===== config.mk =====
export PLATFORM = sky130hd
export DESIGN_NAME = segment_morph_animator_top
export DESIGN_NICKNAME = d
export VERILOG_FILES = /design/src/rtl/smorph_pkg.sv /design/src/rtl/smorph_digit.sv /design/src/rtl/segment_morph_animator_top.sv
export VERILOG_INCLUDE_DIRS = /design/src /design/src/rtl
export SDC_FILE = /design/constraint.sdc
export NUM_CORES = 1
export LEC_CHECK = 0
export BUFFER_PORTS_ARGS = -buffer_cell sky130_fd_sc_hd__buf_2
export CAP_MARGIN = 20
export CORE_ASPECT_RATIO = 2
export CORE_MARGIN = 3
export CORE_UTILIZATION = 50
export DETAILED_ROUTE_END_ITERATION = 12
export PLACE_DENSITY = 0.74
export SLEW_MARGIN = 20
export SYNTH_ARGS = -nofsm -noshare
export SYNTH_HDL_FRONTEND = slang
export SYNTH_HIERARCHICAL = 1
export SYNTH_SLANG_ARGS = --single-unit

===== constraint.sdc =====
create_clock -name clock -period 3.8 [get_ports clock]
set_clock_uncertainty 0.2 [all_clocks]
set_input_delay 0.38 -clock clock [delete_from_list [all_inputs] [get_ports clock]]
set_output_delay 0.38 -clock clock [all_outputs]
set_load 0.02 [all_outputs]

===== src/rtl/assert_macros.svh =====
// Assertion macros shared by the RTL files.
`ifndef ASSERT_MACROS_SVH
`define ASSERT_MACROS_SVH
`ifndef SYNTHESIS
// Check a condition at every clock edge outside reset.
`define ASSERT_ALWAYS(label, clk, rst, cond, msg) \
   label: assert property (@(posedge clk) disable iff (rst) (cond)) else $error(msg);
// Check that a condition is followed by another one in the next cycle.
`define ASSERT_NEXT(label, clk, rst, ante, cons, msg) \
   label: assert property (@(posedge clk) disable iff (rst) (ante) |=> (cons)) else $error(msg);
`else
`define ASSERT_ALWAYS(label, clk, rst, cond, msg)
`define ASSERT_NEXT(label, clk, rst, ante, cons, msg)
`endif
`endif


===== src/rtl/smorph_pkg.sv =====
// Package for the segment morph animator: widths, constants and the digit command type.
package smorph_pkg;

   localparam int NUM_DIGITS_DEFAULT = 6;
   localparam int NUM_OUT            = 6;
   localparam int PAT_W              = 8;
   localparam int TICK_W             = 16;
   localparam int STEP_W             = 4;
   localparam int DIGIT_W            = 3;

   localparam logic [PAT_W-1:0]  DOT_MASK        = 8'h80;
   localparam logic [PAT_W-1:0]  SEG_MASK        = 8'h7f;
   localparam logic [STEP_W-1:0] STEP_WRAP       = 4'd10;
   localparam logic [STEP_W-1:0] CLEAR_STEPS     = 4'd8;
   localparam logic [STEP_W-1:0] SET_OFFSET      = 4'd3;
   localparam logic [TICK_W-1:0] TICK_MAX        = 16'hffff;
   localparam logic [TICK_W-1:0] STEP_RATE_RESET = 16'd400;

   // Register word index of step_rate.
   localparam logic [0:0] REG_STEP_RATE = 1'b0;

   // Item kinds carried on tuser.
   localparam logic KIND_TICK  = 1'b0;
   localparam logic KIND_WRITE = 1'b1;

   typedef struct packed {
      logic             tick;
      logic             write;
      logic [PAT_W-1:0] pattern;
   } digit_cmd_type;

endpackage


===== src/rtl/smorph_digit.sv =====
// One display digit: target, shown pattern, tick and step counters with the morph step.
`include "assert_macros.svh"

module smorph_digit (
   input  logic                        clock,
   input  logic                        reset,
   input  smorph_pkg::digit_cmd_type   cmd,
   input  logic [smorph_pkg::TICK_W-1:0] step_rate,
   output logic [smorph_pkg::PAT_W-1:0]  shown_next
);
   import smorph_pkg::*;

   logic [PAT_W-1:0]  target_ff,  target_in;
   logic [PAT_W-1:0]  shown_ff,   shown_in;
   logic [TICK_W-1:0] tick_ff,    tick_in;
   logic [STEP_W-1:0] step_ff,    step_in;

   logic [PAT_W-1:0]  shw_dot;
   logic [PAT_W-1:0]  shw_step;
   logic [TICK_W-1:0] tick_inc;
   logic [STEP_W-1:0] step_inc;
   logic [STEP_W-1:0] set_idx;
   logic              expire;
   logic              differ;

   always_comb begin
      shw_dot  = (shown_ff & SEG_MASK) | (target_ff & DOT_MASK);
      tick_inc = (tick_ff == TICK_MAX) ? tick_ff : tick_ff + 1'b1;
      expire   = tick_inc > step_rate;
      differ   = (shw_dot & SEG_MASK) != (target_ff & SEG_MASK);
      set_idx  = step_ff - SET_OFFSET;
      step_inc = step_ff + 1'b1;

      shw_step = shw_dot;
      if (step_ff < CLEAR_STEPS) begin
         shw_step = shw_step & ~(8'b1 << step_ff[2:0]);
      end
      if (step_ff >= SET_OFFSET && !set_idx[STEP_W-1]) begin
         shw_step = shw_step | (target_ff & SEG_MASK & (8'b1 << set_idx[2:0]));
      end
   end

   always_comb begin
      target_in = target_ff;
      shown_in  = shown_ff;
      tick_in   = tick_ff;
      step_in   = step_ff;
      if (cmd.write) begin
         target_in = cmd.pattern;
      end
      if (cmd.tick) begin
         shown_in = shw_dot;
         tick_in  = tick_inc;
         if (expire) begin
            tick_in = '0;
            if (differ) begin
               shown_in = shw_step;
               step_in  = (step_inc >= STEP_WRAP) ? '0 : step_inc;
            end else begin
               step_in = '0;
            end
         end
      end
   end

   assign shown_next = shown_in;

   always_ff @(posedge clock) begin
      if (reset) begin
         target_ff <= '0;
         shown_ff  <= '0;
         tick_ff   <= '0;
         step_ff   <= '0;
      end else begin
         target_ff <= target_in;
         shown_ff  <= shown_in;
         tick_ff   <= tick_in;
         step_ff   <= step_in;
      end
   end

   `ASSERT_ALWAYS(a_step_range, clock, reset, step_ff < STEP_WRAP, "step counter left 0..9")
   `ASSERT_ALWAYS(a_cmd_exclusive, clock, reset, !(cmd.tick && cmd.write), "tick and write at once")
   `ASSERT_NEXT(a_write_holds, clock, reset, cmd.write, $stable(shown_ff), "write moved shown")

endmodule


===== src/rtl/segment_morph_animator_top.sv =====
// Top level of the six-digit seven-segment morph animator with stream and APB ports.
//
// The block takes one item per clock cycle while results are taken, and returns one result item
// for each. A tick item (tuser = 0) advances every digit by one tick and, where its tick counter
// passes step_rate and shown differs from target, one morph step; a write item (tuser = 1) stores
// the target pattern of one digit and reports the shown patterns unchanged. An accepted item
// waits in an input register; as it is handed on, all digit cells update side by side in plain
// compare and mask logic and its result lands in the result register, while a new item enters.
// req_tready drops only while the result register is full and not being taken. No clearing pass
// follows reset; all state is in flip-flops. The user must write step_rate only while the block
// is idle; the block itself does not enforce it.
`include "assert_macros.svh"

module segment_morph_animator_top #(
   parameter int NUM_DIGITS = smorph_pkg::NUM_DIGITS_DEFAULT
) (
   input  logic                                   clock,
   input  logic                                   reset,
   // Input items
   input  logic                                   req_tvalid,
   output logic                                   req_tready,
   input  logic [15:0]                            req_tdata,  // digit[2:0], pattern[10:3], zero
   input  logic                                   req_tuser,  // kind[0]
   // Result items
   output logic                                   rsp_tvalid,
   input  logic                                   rsp_tready,
   output logic [smorph_pkg::NUM_OUT*smorph_pkg::PAT_W-1:0] rsp_tdata, // shown0[7:0] .. shown5[47:40]
   // Configuration
   input  logic                                   csr_psel,
   input  logic                                   csr_penable,
   input  logic                                   csr_pwrite,
   input  logic [2:0]                             csr_paddr,
   input  logic [31:0]                            csr_pwdata,
   output logic [31:0]                            csr_prdata,
   output logic                                   csr_pready
);
   import smorph_pkg::*;

   // Configuration register
   logic [TICK_W-1:0] step_rate_ff, step_rate_in;
   logic              csr_wr;
   logic              csr_hit;

   // Input stage
   logic               stage_valid_ff, stage_valid_in;
   logic               stage_kind_ff,  stage_kind_in;
   logic [DIGIT_W-1:0] stage_digit_ff, stage_digit_in;
   logic [PAT_W-1:0]   stage_pat_ff,   stage_pat_in;
   logic               stage_advance;
   logic               req_accept;

   // Result register
   logic                     rsp_valid_ff, rsp_valid_in;
   logic [NUM_OUT*PAT_W-1:0] rsp_data_ff,  rsp_data_in;
   logic [NUM_OUT*PAT_W-1:0] result_word;

   logic [PAT_W-1:0] shown_next [NUM_DIGITS];

   // APB: always ready, one word register at word index 0.
   assign csr_pready = 1'b1;
   assign csr_hit    = csr_paddr[2] == REG_STEP_RATE;
   assign csr_wr     = csr_psel && csr_penable && csr_pwrite && csr_pready && csr_hit;
   assign csr_prdata = csr_hit ? {{(32-TICK_W){1'b0}}, step_rate_ff} : '0;

   always_comb begin
      step_rate_in = step_rate_ff;
      if (csr_wr) begin
         step_rate_in = csr_pwdata[TICK_W-1:0];
      end
   end

   // Advance the stage when the result register is free or being drained this cycle.
   assign stage_advance = stage_valid_ff && (!rsp_valid_ff || rsp_tready);
   assign req_tready    = !stage_valid_ff || stage_advance;
   assign req_accept    = req_tvalid && req_tready;

   always_comb begin
      stage_valid_in = stage_valid_ff;
      stage_kind_in  = stage_kind_ff;
      stage_digit_in = stage_digit_ff;
      stage_pat_in   = stage_pat_ff;
      if (req_accept) begin
         stage_valid_in = 1'b1;
         stage_kind_in  = req_tuser;
         stage_digit_in = req_tdata[DIGIT_W-1:0];
         stage_pat_in   = req_tdata[DIGIT_W+PAT_W-1:DIGIT_W];
      end else if (stage_advance) begin
         stage_valid_in = 1'b0;
      end
   end

   // Digit cells: commands apply only in the cycle the stage hands its item on.
   for (genvar d = 0; d < NUM_DIGITS; d++) begin : g_digit
      digit_cmd_type cmd;
      always_comb begin
         cmd.tick    = stage_advance && (stage_kind_ff == KIND_TICK);
         cmd.write   = stage_advance && (stage_kind_ff == KIND_WRITE)
                       && (32'(stage_digit_ff) == d);
         cmd.pattern = stage_pat_ff;
      end
      smorph_digit u_digit (
         .clock      (clock),
         .reset      (reset),
         .cmd        (cmd),
         .step_rate  (step_rate_ff),
         .shown_next (shown_next[d])
      );
   end

   // Pack digits 0..5; report zero for digits the build does not have.
   for (genvar o = 0; o < NUM_OUT; o++) begin : g_out
      if (o < NUM_DIGITS) begin : g_have
         assign result_word[o*PAT_W +: PAT_W] = shown_next[o];
      end else begin : g_none
         assign result_word[o*PAT_W +: PAT_W] = '0;
      end
   end

   always_comb begin
      rsp_valid_in = rsp_valid_ff;
      rsp_data_in  = rsp_data_ff;
      if (stage_advance) begin
         rsp_valid_in = 1'b1;
         rsp_data_in  = result_word;
      end else if (rsp_tready) begin
         rsp_valid_in = 1'b0;
      end
   end

   assign rsp_tvalid = rsp_valid_ff;
   assign rsp_tdata  = rsp_data_ff;

   always_ff @(posedge clock) begin
      if (reset) begin
         step_rate_ff   <= STEP_RATE_RESET;
         stage_valid_ff <= 1'b0;
         rsp_valid_ff   <= 1'b0;
      end else begin
         step_rate_ff   <= step_rate_in;
         stage_valid_ff <= stage_valid_in;
         rsp_valid_ff   <= rsp_valid_in;
      end
   end

   always_ff @(posedge clock) begin
      stage_kind_ff  <= stage_kind_in;
      stage_digit_ff <= stage_digit_in;
      stage_pat_ff   <= stage_pat_in;
      rsp_data_ff    <= rsp_data_in;
   end

   `ASSERT_NEXT(a_accept_fills_stage, clock, reset, req_accept, stage_valid_ff, "accepted item lost")
   `ASSERT_NEXT(a_stall_holds_stage, clock, reset, stage_valid_ff && !stage_advance, stage_valid_ff && $stable(stage_pat_ff), "stalled item dropped")
   `ASSERT_NEXT(a_advance_fills_rsp, clock, reset, stage_advance, rsp_valid_ff, "result not registered")

endmodule


# After elaboration in Yosys (flattened, before gate mapping)
# Cells that the tools add are included.
# classes
reduce_logical,38
shifts,12
order_cmp,24
div_mod_pow,0
muxes,59
add_sub_neg,18
bitwise_logic,32
eq_ne,17
n_mul,0
# ops
cell,n
$mux W8,30
$mux W16,13
$add A16 B1 Y16 const B,6
$eq A16 B16 Y1 const B,6
$gt A16 B16 Y1,6
$shl A1 B3 Y8 const A,12
$and A7 B8 Y8,6
$and A8 B8 Y8,6
$mux W4,12
$not A8 Y8,6
$or A7 B8 Y8,6
$or A8 B8 Y8,6
$ne A7 B7 Y1,6
$add A4 B1 Y4 const B,6
$ge A4 B2 Y1 const B,6
$ge A4 B4 Y1 const B,6
$lt A4 B4 Y1 const B,6
$sub A4 B2 Y4 const B,6
$logic_and A1 B1 Y1,19
$reduce_and A2 Y1,6
$logic_not A1 Y1,8
$eq A3 B2 Y1 const B,2
$eq A3 B3 Y1 const B,2
$mux W1,4
other kinds (5),8
# word_totals
romBits,0
ram_bits,0
reg_bits,294
elab_cells,231
memories,0
latch_bits,0
inputBits,59

# Logic depth before layout (Yosys ltp)
# logic_depth
ltp_word,9
ltp_mapped,17
ltp_nobuf,14

# Modules after synthesis
# Netlist, hierarchy kept.
# by_module_without_submodules
module,cells_per_inst,n_inst,area_each_um2
smorph_digit at g_digit[1].u_digit ...,317,2,2616.3
segment_morph_animator_top,190,1,2965.3
smorph_digit at g_digit[2].u_digit,300,1,2555.0
smorph_digit at g_digit[3].u_digit,313,1,2543.7
smorph_digit at g_digit[5].u_digit,286,1,2538.7
smorph_digit at g_digit[0].u_digit,302,1,2533.7

# Least setup slack after synthesis
# Ideal clock, no wire load.
# synth_path
path_kind,register to register
startpoint,reg g_digit[0].u_digit.tick_ff[0]
endpoint,"reg rsp_data_ff[2] (netlist: rsp_tdata[2]), data pin"
slack_ps,-321
t_arrival_ps,3665
path_stages_with_launch,14
setup_time_ps,257
path_buffers,0
required_ps,3343
path_cell_list,dfxtp_1 > ha_1 > and4_1 > nor4b_1 > nor2_1 > and3_1 > xor2_1 > ha_1 > nand4_1 > or4_4 > a21oi_4 > a211oi_2 > or4b_1 > a32o_1
# synth_between
elab_chain_cells,5
word_cells_on_any_way,6
# synth_lines
element,line,source
start: declaration,smorph_digit.sv:15,"logic [TICK_W-1:0] tick_ff, tick_in;"
start signal: assignment,smorph_digit.sv:77,tick_ff <= tick_in;
$add A16 B1 Y16 / $eq A16 B16 Y1 (equally long branches),smorph_digit.sv:28,tick_inc = (tick_ff == TICK_MAX) ? tick_ff : tick_ff + 1'b1;
$mux W16 (*),smorph_digit.sv:28,
$gt A16 B16 Y1 (*),smorph_digit.sv:29,expire = tick_inc > step_rate;
$mux W8 (*),smorph_digit.sv:54,if (expire) begin
$mux W8 (*),smorph_digit.sv:51,if (cmd.tick) begin
named net result_word[2],segment_morph_animator_top.sv:55,logic [NUM_OUT*PAT_W-1:0] result_word;
end signal: assignment,segment_morph_animator_top.sv:149,rsp_data_ff <= rsp_data_in;
end: declaration,segment_morph_animator_top.sv:54,"logic [NUM_OUT*PAT_W-1:0] rsp_data_ff, rsp_data_in;"
# The timed path passes the listed nets; every way through them passes the cells marked *.
# A chain may end at the register's enable or synchronous reset.

# Worst setup path in the final report
# layout_path
startpoint,reg g_digit[4].u_digit.tick_ff[9]
endpoint,reg g_digit[4].u_digit.tick_ff[9]
# layout_between
elab_chain_cells,4
word_cells_on_any_way,5
# layout_lines
element,line
start: declaration,smorph_digit.sv:15
start signal: assignment,smorph_digit.sv:77
$add A16 B1 Y16 / $eq A16 B16 Y1 (equally long branches),smorph_digit.sv:28
$mux W16 (*),smorph_digit.sv:28
$gt A16 B16 Y1,smorph_digit.sv:29
$mux W16 (*),smorph_digit.sv:54
# Mark *: on every way between the ends. The rest lies on a longest branch, timed or not.

==> flow_summary.json <==
{
  "end_kind": "flip-flop",
  "synth_xor_area_frac": 0.0601,
  "synth_top_family_by_area": "simple AND/OR/NAND/NOR gates",
  "dieArea_um2": 39200,
  "ys_async_sr_fraction": 0,
  "grt_pass1_vias": 17225,
  "drc": 0,
  "yosysUniqueCellTypes": 97,
  "post_drt_wl_per_cell_um": 20.7,
  "setup_viol": 22,
  "hold_path_depth": 2,
  "synth_fa_ha_area_frac": 0.106,
  "instances_no_fill": 2857,
  "rsz0062_at_grt": "true",
  "ios": 142,
  "synthCells": 2025,
  "layout-drive-gt1-share": 0.289,
  "wirelength_um": 59200,
  "core_um2": 36000,
  "synth-seq-cells": 294,
  "slew_headroom": 0.356,
  "netlist_area_um2": 18400,
  "yosys_warnings": 6,
  "vdd_drop_max_mv": 0.394,
  "yosys.area.top_type_share": 0.255,
  "initial_core_util": 0.510,
  "dp_hpwl_um": 40900,
  "dieHeight_um": 277,
  "place_area_um2": 20900,
  "fin_area_um2": 23700,
  "required_ps": 4030,
  "syn_to_final_growth_pct": 29.1,
  "whs_endpoint": "g_digit[3].u_digit/shown_ff[3]",
  "yosys.area.top_type": "dfxtp_1",
  "fin_crit_sh": 1.03,
  "synth_area_leaders": "dfxtp_1 26%, ha_1 11%, edfxtp_1 9.8%",
  "cts-buffers-inserted": 27,
  "outcome": "complete, but fails checks",
  "fmax_ghz": 0.255,
  "violations": "negative setup slack",
  "nets": 2602,
  "hp-class": "input port to flip-flop",
  "num_rows": 98,
  "h-tree-depth": 1,
  "max_cap_viol_count": 0,
  "fill_cells": 2776,
  "pwr_density_cell_nw_per_um2": 276,
  "hp-start": "reset",
  "path_cells": "nand4_1 > buf_6 > o41ai_4 > nor3_2 > xor2_2 > ha_1 > a21oi_1 > nor2_1 > nor3_2 > o2111a_2 > buf_4 > nor2_2 > buf_4 > nor3_1",
  "pre_cts_ws_ps": -328,
  "crit_family": "simple AND/OR/NAND/NOR gates",
  "cp-start-kind": "flip-flop",
  "hold_viol": 0,
  "via_count": 17423,
  "vias_per_cell": 6.10,
  "synth_edf_count": 60,
  "grt_max_degree": 72,
  "overflow": 0,
  "avgSynthCellArea_um2": 9.07,
  "rr_endpoint": "g_digit[4].u_digit/tick_ff[9]",
  "root_buffer": "clkbuf_16",
  "antenna_left": 0,
  "reg2reg_setup_slack_ps": -130,
  "worstMarginPinSlew_ps": 964,
  "io_buffers": 101,
  "clk_pin_slew_worst_paths_ps": 70,
  "clockBufferDepth": 3,
  "crit_arrival_ps": 4160,
  "synthSimpleGateAreaFrac": 0.217,
  "place_congestion": 0.972,
  "placed_cells": 2732,
  "diodes": 0,
  "first_pass_iters": 5,
  "grt_pass1_wl_um": 86500,
  "critPathMaxFanout": 7,
  "path_buf_inv": 3,
  "critical_path_class": "flip-flop to flip-flop",
  "cts_tree": "built",
  "min_period_ps": 3930,
  "cts.sink_count": 294,
  "report.final.slew_viol_count": 0,
  "synthMuxAreaShare": 0.0516,
  "drt-initial-drc-count": 1112,
  "p_leak_nw": 9.77,
  "grt_usage": 0.272,
  "r2r-start": "g_digit[4].u_digit/tick_ff[9]",
  "synth_seq_area_share": 0.353,
  "rr_worst_depth": 14,
  "setup_ws_ps": -125,
  "antenna_found_initial": 0,
  "slowest_delay_ps": 460,
  "die_x_um": 142,
  "cp_slowest_cell": "o41ai_4",
  "clock_latency_ps": 570,
  "synth_compound_area_frac": 0.157,
  "dominantRegCellSynth": "dfxtp_1"
}
[sequential cells by signal (all words and copies together) (netlist names)]
name and count:
stage_valid_ff 1, g_digit.u_digit/step_ff 24, step_rate_ff 16, g_digit.u_digit/shown_ff 48, rsp_tvalid 1, stage_kind_ff 1
g_digit.u_digit/tick_ff 96, rsp_tdata 48, stage_pat_ff 8, g_digit.u_digit/target_ff 48, stage_digit_ff 3
[Yosys cell counts (11+ instances only)]
library cell,n
dfxtp_1,234
nor2_1,160
nand2_1,159
ha_1,156
inv_1,138
a21oi_1,95
mux2i_1,79
nand3_1,76
a32o_1,68
xnor2_1,68
edfxtp_1,60
clkbuf_1,59
xor2_1,58
and3_1,57
nor3_1,55
nand4_1,48
nand2b_1,38
o21ai_0,28
nor2b_1,24
a31oi_1,21
a22o_1,19
nor4_1,18
o22ai_1,18
and2_1,17
buf_4,17
and4_1,16
o21a_1,14
o32ai_2,11
or3_1,11
[kinds of logic (layout without fill, tap and decap cells)]
kind of cell / Yosys count / in the layout
AOI/OAI and AO/OA: 369 / 369
xor gates and xnor gates: 126 / 126
buffers and inverters: 233 / 600
adders and majority gates: 156 / 156
other: 2 / 17
and+or+nand+nor: 752 / 752
muxes: 93 / 93
DFF: 294 / 294
[metal layers]
| metal | GRT usage | vias to the layer above | wire (um) |
|---|---|---|---|
| met1 | 0.257 | 8372 | 19400 |
| met2 | 0.519 | 692 | 31400 |
| met4 | 0.196 | 0 | 5310 |
| met5 | 0 | - | 0 |
| met3 | 0.0344 | 305 | 3040 |
| li1 | - | 8054 | - |
[how the worst max path moves through the flow]
stage	start	end	cells past startpoint
finish	g_digit[4].u_digit/tick_ff[9]	g_digit[4].u_digit/tick_ff[9]	14
global route	g_digit[4].u_digit/tick_ff[7]	g_digit[4].u_digit/tick_ff[9]	16
CTS	g_digit[3].u_digit/tick_ff[0]	rsp_tdata[25]	16
detailed placement	g_digit[4].u_digit/tick_ff[10]	rsp_tdata[37]	13
global placement	g_digit[4].u_digit/tick_ff[10]	rsp_tdata[37]	13
floorplan	g_digit[0].u_digit/tick_ff[7]	rsp_tdata[2]	13
[through the flow]
stage	utilization	hold WS, ps	TNS (ps)	power [mW]
after floorplan	-	257	0	3.59
after global placement	0.580	271	-2960	3.76
after detailed placement	0.580	282	-10930	3.77
after CTS	0.626	90.5	-4.32	6.55
after global routing	0.658	138	-9110	6.73
final	0.658	97.9	-1090	6.54
[worst register-to-register path, stage by stage (launching register included)]
cell	delay [ps]
dfxtp_2	350
nand4_1	200
buf_6	220
o41ai_4	460
nor3_2	120
xor2_2	350
ha_1	320
a21oi_1	160
nor2_1	70
nor3_2	290
o2111a_2	330
buf_4	180
nor2_2	90
buf_4	150
nor3_1	310
[report_power, final]
group	switching, mW	leakage, nW	total (mW)	internal (mW)
Sequential	0.0662	2.46	3.29	3.22
Clock	1.28	0.417	2.77	1.49
Combinational	0.302	6.90	0.488	0.186
[cell type report]
cell class,instances,area [um2],share of cell area
inverter,140,526,0.0222
clock buffer,30,707,0.0298
tap,450,563,0.0237
multi-input combinational,1513,12100,0.511
sequential,294,6520,0.275
clock inverter,19,176,0.00744
timing repair buffer,411,3100,0.131
[what timing repair did]
action,4_1_cts,5_1_grt
hold endpoints to repair,29,0
buffers inserted,17,30
pin swaps,38,91
setup endpoints to repair,115,182
resized for setup,80,189
hold buffers,30,0
gates cloned,0,1
[cells in the final DEF (no fill, tap or decap), drive strengths merged, types with 31 or more instances in the layout]
cell and instances:
dfxtp 234, and3 57, clkbuf 31, o21ai 36, nor3 60, nand3 77
buf 380, ha 156, xor2 58, xnor2 68, a32o 68, a21oi 99
nand2b 38, inv 139, nand4 52, nand2 159, nor2 161, edfxtp 60
mux2i 79
Power figures use the tool's default switching activity.
